**config.mk**
```make
export PLATFORM = sky130hd
export DESIGN_NAME = sorted_priority_queue_unit
export DESIGN_NICKNAME = d
export VERILOG_FILES = /design/src/rtl/core/spq_pkg.sv /design/src/rtl/core/spq_cell.sv /design/src/rtl/core/sorted_priority_queue_unit.sv
export SDC_FILE = /design/constraint.sdc
export NUM_CORES = 2
export LEC_CHECK = 0
export BUFFER_PORTS_ARGS = -buffer_cell sky130_fd_sc_hd__buf_2
export CORE_AREA = 5 5 324 326
export DETAILED_ROUTE_END_ITERATION = 16
export DIE_AREA = 0 0 329 331
export PLACE_DENSITY = 0.82
export SLEW_MARGIN = 20
export SYNTH_ARGS = -nofsm -noshare
export SYNTH_HDL_FRONTEND = slang
export SYNTH_SLANG_ARGS = --single-unit
```
**constraint.sdc**
```tcl
create_clock -name aclk -period 8.7 [get_ports aclk]
set_clock_uncertainty 0.2 [all_clocks]
set_input_delay 0.435 -clock aclk [delete_from_list [all_inputs] [get_ports aclk]]
set_output_delay 0.435 -clock aclk [all_outputs]
set_load 0.02 [all_outputs]
```
**src/rtl/core/spq_pkg.sv**
```systemverilog
`default_nettype none

package spq_pkg;

    localparam int DEPTH_DEF = 16;
    localparam int KEY_W_DEF = 16;
    localparam int VAL_W_DEF = 32;

    typedef enum logic [1:0] {
        REQ_INSERT = 2'd0,
        REQ_REMOVE = 2'd1,
        REQ_RANK   = 2'd2,
        REQ_IGNORE = 2'd3
    } req_t;

    typedef enum logic [1:0] {
        ST_OK    = 2'd0,
        ST_FULL  = 2'd1,
        ST_EMPTY = 2'd2,
        ST_RANK  = 2'd3
    } status_t;

    typedef enum logic [1:0] {
        CELL_HOLD   = 2'd0,
        CELL_INSERT = 2'd1,
        CELL_REMOVE = 2'd2
    } cell_op_t;

    typedef struct packed {
        cell_op_t op;
        logic     descending;
    } cell_ctrl_t;

endpackage

`default_nettype wire

```
**src/rtl/core/spq_cell.sv**
```systemverilog
`default_nettype none

module spq_cell #(
    parameter int KEY_W = spq_pkg::KEY_W_DEF,
    parameter int VAL_W = spq_pkg::VAL_W_DEF
) (
    input  wire                      aclk,
    input  wire spq_pkg::cell_ctrl_t ctrl,
    input  wire logic signed [KEY_W-1:0] new_key,
    input  wire logic [VAL_W-1:0]    new_value,
    input  wire logic                occupied,
    input  wire logic                at_tail,
    input  wire logic                found_in,
    output logic                     found_out,
    input  wire logic signed [KEY_W-1:0] prev_key,
    input  wire logic [VAL_W-1:0]    prev_value,
    input  wire logic signed [KEY_W-1:0] next_key,
    input  wire logic [VAL_W-1:0]    next_value,
    output logic signed [KEY_W-1:0]  key_q,
    output logic [VAL_W-1:0]         value_q
);

    logic signed [KEY_W-1:0] key_reg;
    logic signed [KEY_W-1:0] key_next;
    logic [VAL_W-1:0]        value_reg;
    logic [VAL_W-1:0]        value_next;
    logic                    goes_before;

    // The new entry goes ahead of an occupied cell if its key is equal or earlier in order.
    assign goes_before = occupied &
                         (ctrl.descending ? (new_key >= key_reg) : (new_key <= key_reg));
    assign found_out   = found_in | goes_before;

    always_comb begin
        key_next   = key_reg;
        value_next = value_reg;
        case (ctrl.op)
            spq_pkg::CELL_INSERT: begin
                if (found_in) begin
                    key_next   = prev_key;
                    value_next = prev_value;
                end else if (goes_before || at_tail) begin
                    key_next   = new_key;
                    value_next = new_value;
                end
            end
            spq_pkg::CELL_REMOVE: begin
                key_next   = next_key;
                value_next = next_value;
            end
            default: begin
                key_next   = key_reg;
                value_next = value_reg;
            end
        endcase
    end

    always_ff @(posedge aclk) begin
        key_reg   <= key_next;
        value_reg <= value_next;
    end

    assign key_q   = key_reg;
    assign value_q = value_reg;

endmodule

`default_nettype wire

```
**src/rtl/core/sorted_priority_queue_unit.sv**
```systemverilog
// A result is registered on the master side in the cycle after its request is accepted.
// Throughput: one request per cycle while results are taken; the slave side stalls only
// while an untaken result is held. The clock is set by the compare chain through DEPTH cells.
// Reset (aresetn low, synchronous) empties the queue, selects ascending order and drops
// any pending result; entry storage is not cleared.
`default_nettype none

module sorted_priority_queue_unit #(
    parameter int DEPTH = spq_pkg::DEPTH_DEF,
    parameter int KEY_W = spq_pkg::KEY_W_DEF,
    parameter int VAL_W = spq_pkg::VAL_W_DEF,
    localparam int CNT_W = $clog2(DEPTH + 1),
    localparam int IN_W  = ((KEY_W + VAL_W + CNT_W + 7) / 8) * 8,
    localparam int OUT_W = ((KEY_W + VAL_W + CNT_W + 1 + 7) / 8) * 8
) (
    input  wire              aclk,
    input  wire              aresetn,
    input  wire              cfg_we,
    input  wire              cfg_wdata,
    input  wire              s_tvalid,
    output logic             s_tready,
    input  wire  [IN_W-1:0]  s_tdata,   // key, value, rank_index, zero fill
    input  wire  [1:0]       s_tuser,   // req_type
    output logic             m_tvalid,
    input  wire              m_tready,
    output logic [OUT_W-1:0] m_tdata,   // out_key, out_value, entry_count, is_empty, zero fill
    output logic [1:0]       m_tuser    // status
);

    localparam int IDX_W = (DEPTH > 1) ? $clog2(DEPTH) : 1;

    logic                    desc_reg;
    logic [CNT_W-1:0]        count_reg;
    logic [CNT_W-1:0]        count_next;
    logic                    m_tvalid_reg;
    logic [OUT_W-1:0]        m_tdata_reg;
    logic [1:0]              m_tuser_reg;

    logic                    accept;
    spq_pkg::req_t           req;
    logic signed [KEY_W-1:0] in_key;
    logic [VAL_W-1:0]        in_value;
    logic [CNT_W-1:0]        in_rank;
    logic [CNT_W-1:0]        rank_m1;
    logic [IDX_W-1:0]        rank_addr;

    spq_pkg::cell_ctrl_t     ctrl;
    logic signed [KEY_W-1:0] cell_key [DEPTH];
    logic [VAL_W-1:0]        cell_value [DEPTH];
    logic                    found [DEPTH];

    spq_pkg::status_t        res_status;
    logic signed [KEY_W-1:0] res_key;
    logic [VAL_W-1:0]        res_value;
    logic                    full;
    logic                    empty;

    assign accept   = s_tvalid & s_tready;
    assign s_tready = ~m_tvalid_reg | m_tready;

    assign req       = spq_pkg::req_t'(s_tuser);
    assign in_key    = s_tdata[KEY_W-1:0];
    assign in_value  = s_tdata[KEY_W+VAL_W-1:KEY_W];
    assign in_rank   = s_tdata[KEY_W+VAL_W+CNT_W-1:KEY_W+VAL_W];
    assign rank_m1   = in_rank - CNT_W'(1);
    assign rank_addr = rank_m1[IDX_W-1:0];

    assign full  = (count_reg == CNT_W'(DEPTH));
    assign empty = (count_reg == '0);

    always_comb begin
        ctrl.descending = desc_reg;
        ctrl.op         = spq_pkg::CELL_HOLD;
        if (accept) begin
            case (req)
                spq_pkg::REQ_INSERT: begin
                    if (!full) begin
                        ctrl.op = spq_pkg::CELL_INSERT;
                    end
                end
                spq_pkg::REQ_REMOVE: begin
                    if (!empty) begin
                        ctrl.op = spq_pkg::CELL_REMOVE;
                    end
                end
                default: begin
                    ctrl.op = spq_pkg::CELL_HOLD;
                end
            endcase
        end
    end

    for (genvar i = 0; i < DEPTH; i++) begin : g_cell
        logic                    occupied;
        logic                    at_tail;
        logic                    found_in;
        logic signed [KEY_W-1:0] prev_key;
        logic [VAL_W-1:0]        prev_value;
        logic signed [KEY_W-1:0] next_key;
        logic [VAL_W-1:0]        next_value;

        assign occupied = (CNT_W'(i) < count_reg);
        assign at_tail  = (CNT_W'(i) == count_reg);

        if (i == 0) begin : g_head
            assign found_in   = 1'b0;
            assign prev_key   = in_key;
            assign prev_value = in_value;
        end else begin : g_body
            assign found_in   = found[i-1];
            assign prev_key   = cell_key[i-1];
            assign prev_value = cell_value[i-1];
        end

        if (i == DEPTH - 1) begin : g_last
            assign next_key   = cell_key[i];
            assign next_value = cell_value[i];
        end else begin : g_inner
            assign next_key   = cell_key[i+1];
            assign next_value = cell_value[i+1];
        end

        spq_cell #(
            .KEY_W(KEY_W),
            .VAL_W(VAL_W)
        ) u_cell (
            .aclk      (aclk),
            .ctrl      (ctrl),
            .new_key   (in_key),
            .new_value (in_value),
            .occupied  (occupied),
            .at_tail   (at_tail),
            .found_in  (found_in),
            .found_out (found[i]),
            .prev_key  (prev_key),
            .prev_value(prev_value),
            .next_key  (next_key),
            .next_value(next_value),
            .key_q     (cell_key[i]),
            .value_q   (cell_value[i])
        );
    end

    always_comb begin
        res_status = spq_pkg::ST_OK;
        res_key    = '0;
        res_value  = '0;
        count_next = count_reg;
        case (req)
            spq_pkg::REQ_INSERT: begin
                if (full) begin
                    res_status = spq_pkg::ST_FULL;
                end else begin
                    count_next = count_reg + CNT_W'(1);
                    if (empty || found[0]) begin
                        res_key   = in_key;
                        res_value = in_value;
                    end else begin
                        res_key   = cell_key[0];
                        res_value = cell_value[0];
                    end
                end
            end
            spq_pkg::REQ_REMOVE: begin
                if (empty) begin
                    res_status = spq_pkg::ST_EMPTY;
                end else begin
                    count_next = count_reg - CNT_W'(1);
                    res_key    = cell_key[0];
                    res_value  = cell_value[0];
                end
            end
            spq_pkg::REQ_RANK: begin
                if (in_rank == '0 || in_rank > count_reg) begin
                    res_status = spq_pkg::ST_RANK;
                end else begin
                    res_key   = cell_key[rank_addr];
                    res_value = cell_value[rank_addr];
                end
            end
            default: begin
                if (!empty) begin
                    res_key   = cell_key[0];
                    res_value = cell_value[0];
                end
            end
        endcase
    end

    always_ff @(posedge aclk) begin
        if (!aresetn) begin
            desc_reg     <= 1'b0;
            count_reg    <= '0;
            m_tvalid_reg <= 1'b0;
        end else begin
            if (cfg_we) begin
                desc_reg <= cfg_wdata;
            end
            if (accept) begin
                count_reg    <= count_next;
                m_tvalid_reg <= 1'b1;
            end else if (m_tready) begin
                m_tvalid_reg <= 1'b0;
            end
        end
    end

    always_ff @(posedge aclk) begin
        if (accept) begin
            m_tdata_reg <= OUT_W'({(count_next == '0), count_next, res_value, res_key});
            m_tuser_reg <= res_status;
        end
    end

    assign m_tvalid = m_tvalid_reg;
    assign m_tdata  = m_tdata_reg;
    assign m_tuser  = m_tuser_reg;

endmodule

`default_nettype wire

```
After elaboration in Yosys (flattened, before gate mapping)
Index checks and enable logic that the tools add are counted.

Output and inout bits: 60. Bits in registers: 831.

$add $sub $neg: 3. Reductions and logical operators: 39. Muxes and demuxes: 135. Magnitude comparators: 50. Eq/ne operators: 34. Bitwise gates (word level): 34.

Operator list (count): $mux 32 (36); $pmux 32 s2 (16); $mux 16 (36); $pmux 16 s2 (16); $ge 16x16->1 (16); $le 16x16->1 (16); $bmux 32 s4 (1); $bmux 16 s4 (1); $ne 3x1->1 const B (14); $eq 4x5->1 const A (8); $lt 4x5->1 const A (8); $reduce_and 2->1 (15); $eq 3x5->1 const A (4); $lt 3x5->1 const A (4); $mux 1 (20); $and 1x1->1 (17); $logic_or 1x1->1 (17); $logic_not 5->1 (3); $or 1x1->1 (15); $eq 2x5->1 const A (2); $lt 1x5->1 const A (2); $lt 2x5->1 const A (2); $mux 5 (2); $pmux 5 s2 (1); other kinds (16) (23).

Logic depth before layout (Yosys ltp)
Word-level depth: 19. Mapped depth: 18. Depth with buffers taken out: 12.

By module
From an unflattened synthesis, not the netlist that was laid out.

Cells, all modules: 5173. Area total of the unflattened synthesis: 55522.0 µm².

Modules (own cells, without submodules): spq_cell (area each 2897.8 µm², seq. area each 1441.4 µm², instances 16, cells each 274); sorted_priority_queue_unit (area each 9157.5 µm², seq. area each 1821.7 µm², instances 1, cells each 789).

Least setup slack after synthesis
OpenSTA, ideal clock, no wires.

Kind: input -> register. Start point: in s_tdata[0]. End point: reg g_cell[15].u_cell.key_reg[0], enable pin. Setup slack: 1.467 ns. Arrival: 6.506 ns. Library setup time: 0.527 ns. Cell stages on the path: 14. Buffers on the path: 2. Cells stage by stage: inv_1 ha_1 nor2b_1 o211ai_1 a2111oi_0 or4_1 o21a_1 a2111oi_1 nor3_1 buf_2 nand3b_1 a211oi_1 buf_2 a21boi_0.

Word-level cells in the longest chain between the ends: 19. Elaborated cells on any way between the ends: 81. Classes of those cells: order compare: 32; mux: 16; bitwise: 30; reduce/logical: 3.

Ends and longest elaborated chain: from (decl) (line sorted_priority_queue_unit.sv:22) `input wire [IN_W-1:0] s_tdata,`; $le 16x16->1 / $ge 16x16->1 (equally long branches) (line spq_cell.sv:31) `(ctrl.descending ? (new_key >= key_reg) : (new_key <= key_reg));`; $mux 1 (line spq_cell.sv:31); $and 1x1->1 (line spq_cell.sv:30) `assign goes_before = occupied &`; $or 1x1->1 (14 in a row) (line spq_cell.sv:32) `assign found_out = found_in | goes_before;`; $reduce_bool 2->1 (no line) *; $reduce_and 2->1 (no line) *; to (signal assigned) (line spq_cell.sv:59) `key_reg <= key_next;`; to (decl) (line spq_cell.sv:23) `logic signed [KEY_W-1:0] key_reg;`.

Every way passes the cells marked *; elsewhere a longest branch is shown, timed or not. A chain may end at the register's enable or synchronous reset.

Final worst setup path
Start point: reg g_cell[0].u_cell.key_reg[7]. End point: reg g_cell[9].u_cell.value_reg[25], data pin.

Word-level cells in the longest chain between the ends: 13. Elaborated cells on any way between the ends: 14. Classes of those cells: order compare: 2; mux: 3; bitwise: 9.

Ends and longest elaborated chain: from (decl) (line spq_cell.sv:23); from (signal assigned) (line spq_cell.sv:59); $le 16x16->1 / $ge 16x16->1 (equally long branches) (line spq_cell.sv:31); $mux 1 * (line spq_cell.sv:31); $and 1x1->1 * (line spq_cell.sv:30); $or 1x1->1 * (8 in a row) (line spq_cell.sv:32); $mux 32 * (line spq_cell.sv:39) `if (found_in) begin`; $pmux 32 s2 * (line spq_cell.sv:37) `case (ctrl.op)`; net g_cell[9].u_cell.value_next[25] (line spq_cell.sv:26) `logic [VAL_W-1:0] value_next;`; to (signal assigned) (line spq_cell.sv:60) `value_reg <= value_next;`; to (decl) (line spq_cell.sv:25) `logic [VAL_W-1:0] value_reg;`.

Mark *: on every way through the listed nets, which the timed path passes. The rest lies on a longest branch.

==> metrics.md <==
| Metric | Value |
|---|---|
| Outcome | `completed` |
| Routability Congestion | `about 0.94` |
| # clock sinks | `831` |
| Die Area | `109000 µm²` |
| CP arrival | `6.79 ns` |
| DIE WIDTH | `329 µm` |
| Slew Limit Fails | `0` |
| HPWL after DPL | `104 mm` |
| CTS tree | `yes` |
| Num CTS Buffers | `between 80 and 90` |
| CTS clk-pin slew, worst paths | `approximately 0.060 ns` |
| Final Critical Period | `6.57 ns` |
| Yosys reg bits | `roughly 830` |
| Rows | `117` |
| Skew-Pair Late Insertion Delay | `0.69 ns` |
| RSZ-0062 raised after global routing | `false` |
| Worst-path fanout max | `31` |
| Avg Inst Size Synth | `between 10 and 15 µm²` |
| Final WS setup | `~2.1 ns` |
| Slew headroom | `0.219` |
| Fmax | `152 MHz` |
| I/O pin cnt | `124` |
| WL per Instance | `roughly 26 µm` |
| Final setup TNS | `0 ns` |
| Asr flop ratio synth | `0` |
| Top-count cell post-synth | `edfxtp_1` |
| Starting Density | `0.547` |
| Synth Flop Type | `edfxtp_1` |
| Power Density | `221 nW/µm²` |
| Max H-tree Level | `3` |
| Clock root buffer | `clkbuf_16` |
| Synth top area share | `0.446` |
| Final Hold Viols | `0` |
| Place WS | `1.66 ns` |
| Final core occ | `0.592` |
| Worst hold start | `s_tdata[7]` |
| Setup Fix Bufs, Post-CTS | `0` |
| Final WL | `167 mm` |
| Final setup fails | `0` |
| Vias per std cell | `6.84` |
| Via count | `between 40000 and 50000` |
| Number of cells after detailed placement | `just over 6000` |
| CP Capture Type | `flip-flop` |
| DRC Markers | `0` |
| Hold path cells | `3` |
| Layout area overhead | `8.25%` |
| Vias in the first global route | `around 42000` |
| Peak supply drop | `roughly 0.00017 V` |
| Area leader, netlist | `edfxtp_1` |
| Top cells by area, synth | `edfxtp_1 45%, mux2i_1 10%, mux4_2 7.8%` |
| Commonest cells post-synth | `824 x edfxtp_1, 720 x nand2_1, 577 x mux2i_1` |
| Max reg flops | `512` |
| DRT Pass-1 Iters | `6` |
| Setup CP Type | `flip-flop to flip-flop` |
| Largest net degree at the start of global routing | `about 240` |
| Slew @ Worst Pin | `1.17 ns` |
| R2R setup slack | `2.13 ns` |
| Sequential share of the synthesized area | `0.449` |
| Finished Layout Cells | `6348` |
| Aggregate global-route resource usage | `0.297` |
| Post-synth EDFFs | `824` |
| IO Port Bufs | `about 120` |
| Reg2Reg Depth | `15` |
| Layout cells sized above 1 | `0.158` |
| Hold crit path type | `input port to flip-flop` |
| Layout Nets | `5237` |
| Worst Hold End | `g_cell[0].u_cell.key_q[7]$_DFFE_PP_` |
| Final worst path period share | `0.755` |
| Maximum Capacitance Violations | `0` |
| Leakage | `0.0221 µW` |
| Post-Synthesis Cell Area | `55500 µm²` |
| Yosys warnings | `0` |
| Initial antenna violation count | `12` |
| Core area | `101000 µm²` |
| Final ANT Viol Nets | `0` |
| Synth cell types | `73` |
| DIE HEIGHT | `331 µm` |
| CP startpoint kind | `flip-flop` |
| Critical Path RT | `8.92 ns` |
| CTS max path bufs | `3` |
| R2R Path End | `g_cell[9].u_cell.value_q[25]$_DFFE_PP_` |
| CTS Hold Bufs | `7` |
| DR iter-0 viols | `6680` |
| Syn Inst Count | `5047` |
| CTS resizes | `0` |
| Crit Reg-Reg Startpoint | `g_cell[0].u_cell.key_q[7]$_DFFE_PP_` |
| Global-route wire length before repair | `251 mm` |
| Hold Worst Slack | `slightly below 0.07 ns` |
| Final global-route overflow total | `0` |
where the power goes:
part	total, µW	switching (µW)	internal, µW
combinational	4170	2550	1610
clock	3790	1720	2070
sequential	5340	275	5070
kinds of logic (layout without fill, tap and decap cells):
| logic type | Yosys count | count (layout) | synth area share |
|---|---|---|---|
| compound gates | 1125 | 1125 | 0.124 |
| xor+xnor | 17 | 17 | 0.00268 |
| fa+ha+maj | 269 | 269 | 0.0607 |
| buf+inv | 718 | 641 | 0.0508 |
| flops | 831 | 831 | 0.449 |
| mux | 984 | 984 | 0.226 |
| other cells | 1 | 11 | 0.0000676 |
| simple gates | 1102 | 1102 | 0.0870 |
per-stage QoR:
stage	cell area [µm²]	total power, µW
after floorplan	55500	8190
after global placement	57100	9250
after detailed placement	57100	9430
after CTS	60000	13200
after global routing	60000	13700
final	60000	13300
worst max-delay path by stage:
| stage | cells past startpoint | end | start | slack, ns |
|---|---|---|---|---|
| 6_report | 15 | g_cell[9].u_cell.value_q[25]$_DFFE_PP_ | g_cell[0].u_cell.key_q[7]$_DFFE_PP_ | 2.13 |
| 5_1_grt | 15 | g_cell[11].u_cell.key_q[1]$_DFFE_PP_ | g_cell[0].u_cell.key_q[7]$_DFFE_PP_ | 2.02 |
| 4_1_cts | 15 | g_cell[9].u_cell.value_q[25]$_DFFE_PP_ | g_cell[0].u_cell.key_q[7]$_DFFE_PP_ | 2.24 |
| 3_5_place_dp | 15 | g_cell[9].u_cell.value_q[25]$_DFFE_PP_ | s_tdata[3] | 1.66 |
| 3_3_place_gp | 15 | g_cell[9].u_cell.value_q[25]$_DFFE_PP_ | s_tdata[3] | 1.70 |
| 2_1_floorplan | 14 | g_cell[15].u_cell.key_q[0]$_DFFE_PP_ | s_tdata[0] | 1.47 |
layout make-up:
type / count / area, µm²
Fill cell: 7900 / 41400
Multi-Input combinational cell: 3499 / 28200
Sequential cell: 831 / 24900
Clock buffer: 100 / 2270
Tap cell: 1368 / 1710
Timing Repair Buffer: 214 / 1450
Inverter: 269 / 1010
Clock inverter: 58 / 531
Antenna cell: 9 / 22.5
worst max-delay path, cell delays in order, from the launching register on:
cell and delay (ns):
edfxtp_1 0.46, inv_1 0.09, ha_1 0.31, a21oi_1 0.14
o21ai_0 0.16, a211o_1 0.31, or4_1 0.52, a22oi_2 0.54
o21ai_4 0.10, buf_4 0.32, buf_4 0.46, or4_4 0.91
nor2_4 0.61, buf_4 0.48, mux2_2 0.38, mux2_2 0.26
per-layer routing:
layer / vias to the layer above / track usage / routed length, µm
li1: 18700 / - / -
met1: 21000 / 0.390 / 60200
met2: 3086 / 0.470 / 76900
met3: 581 / 0.0594 / 20400
met4: 10 / 0.156 / 9280
met5: - / 0 / 69
cell usage in the layout, fill, tap and decap left out, drive strengths merged, types with 33 or more instances in the layout:
| master | instances |
|---|---|
| edfxtp | 824 |
| ha | 269 |
| a22oi | 36 |
| buf | 207 |
| nand3 | 72 |
| mux2 | 215 |
| inv | 274 |
| a211oi | 114 |
| clkbuf | 100 |
| a31oi | 35 |
| a21oi | 173 |
| mux2i | 577 |
| a32o | 33 |
| nand4 | 47 |
| a221o | 49 |
| clkinv | 43 |
| nor2 | 86 |
| mux4 | 192 |
| nand2 | 720 |
| nor2b | 85 |
| o21ai | 532 |
| o211ai | 58 |
No activity file was read; power rests on OpenSTA's default activity.
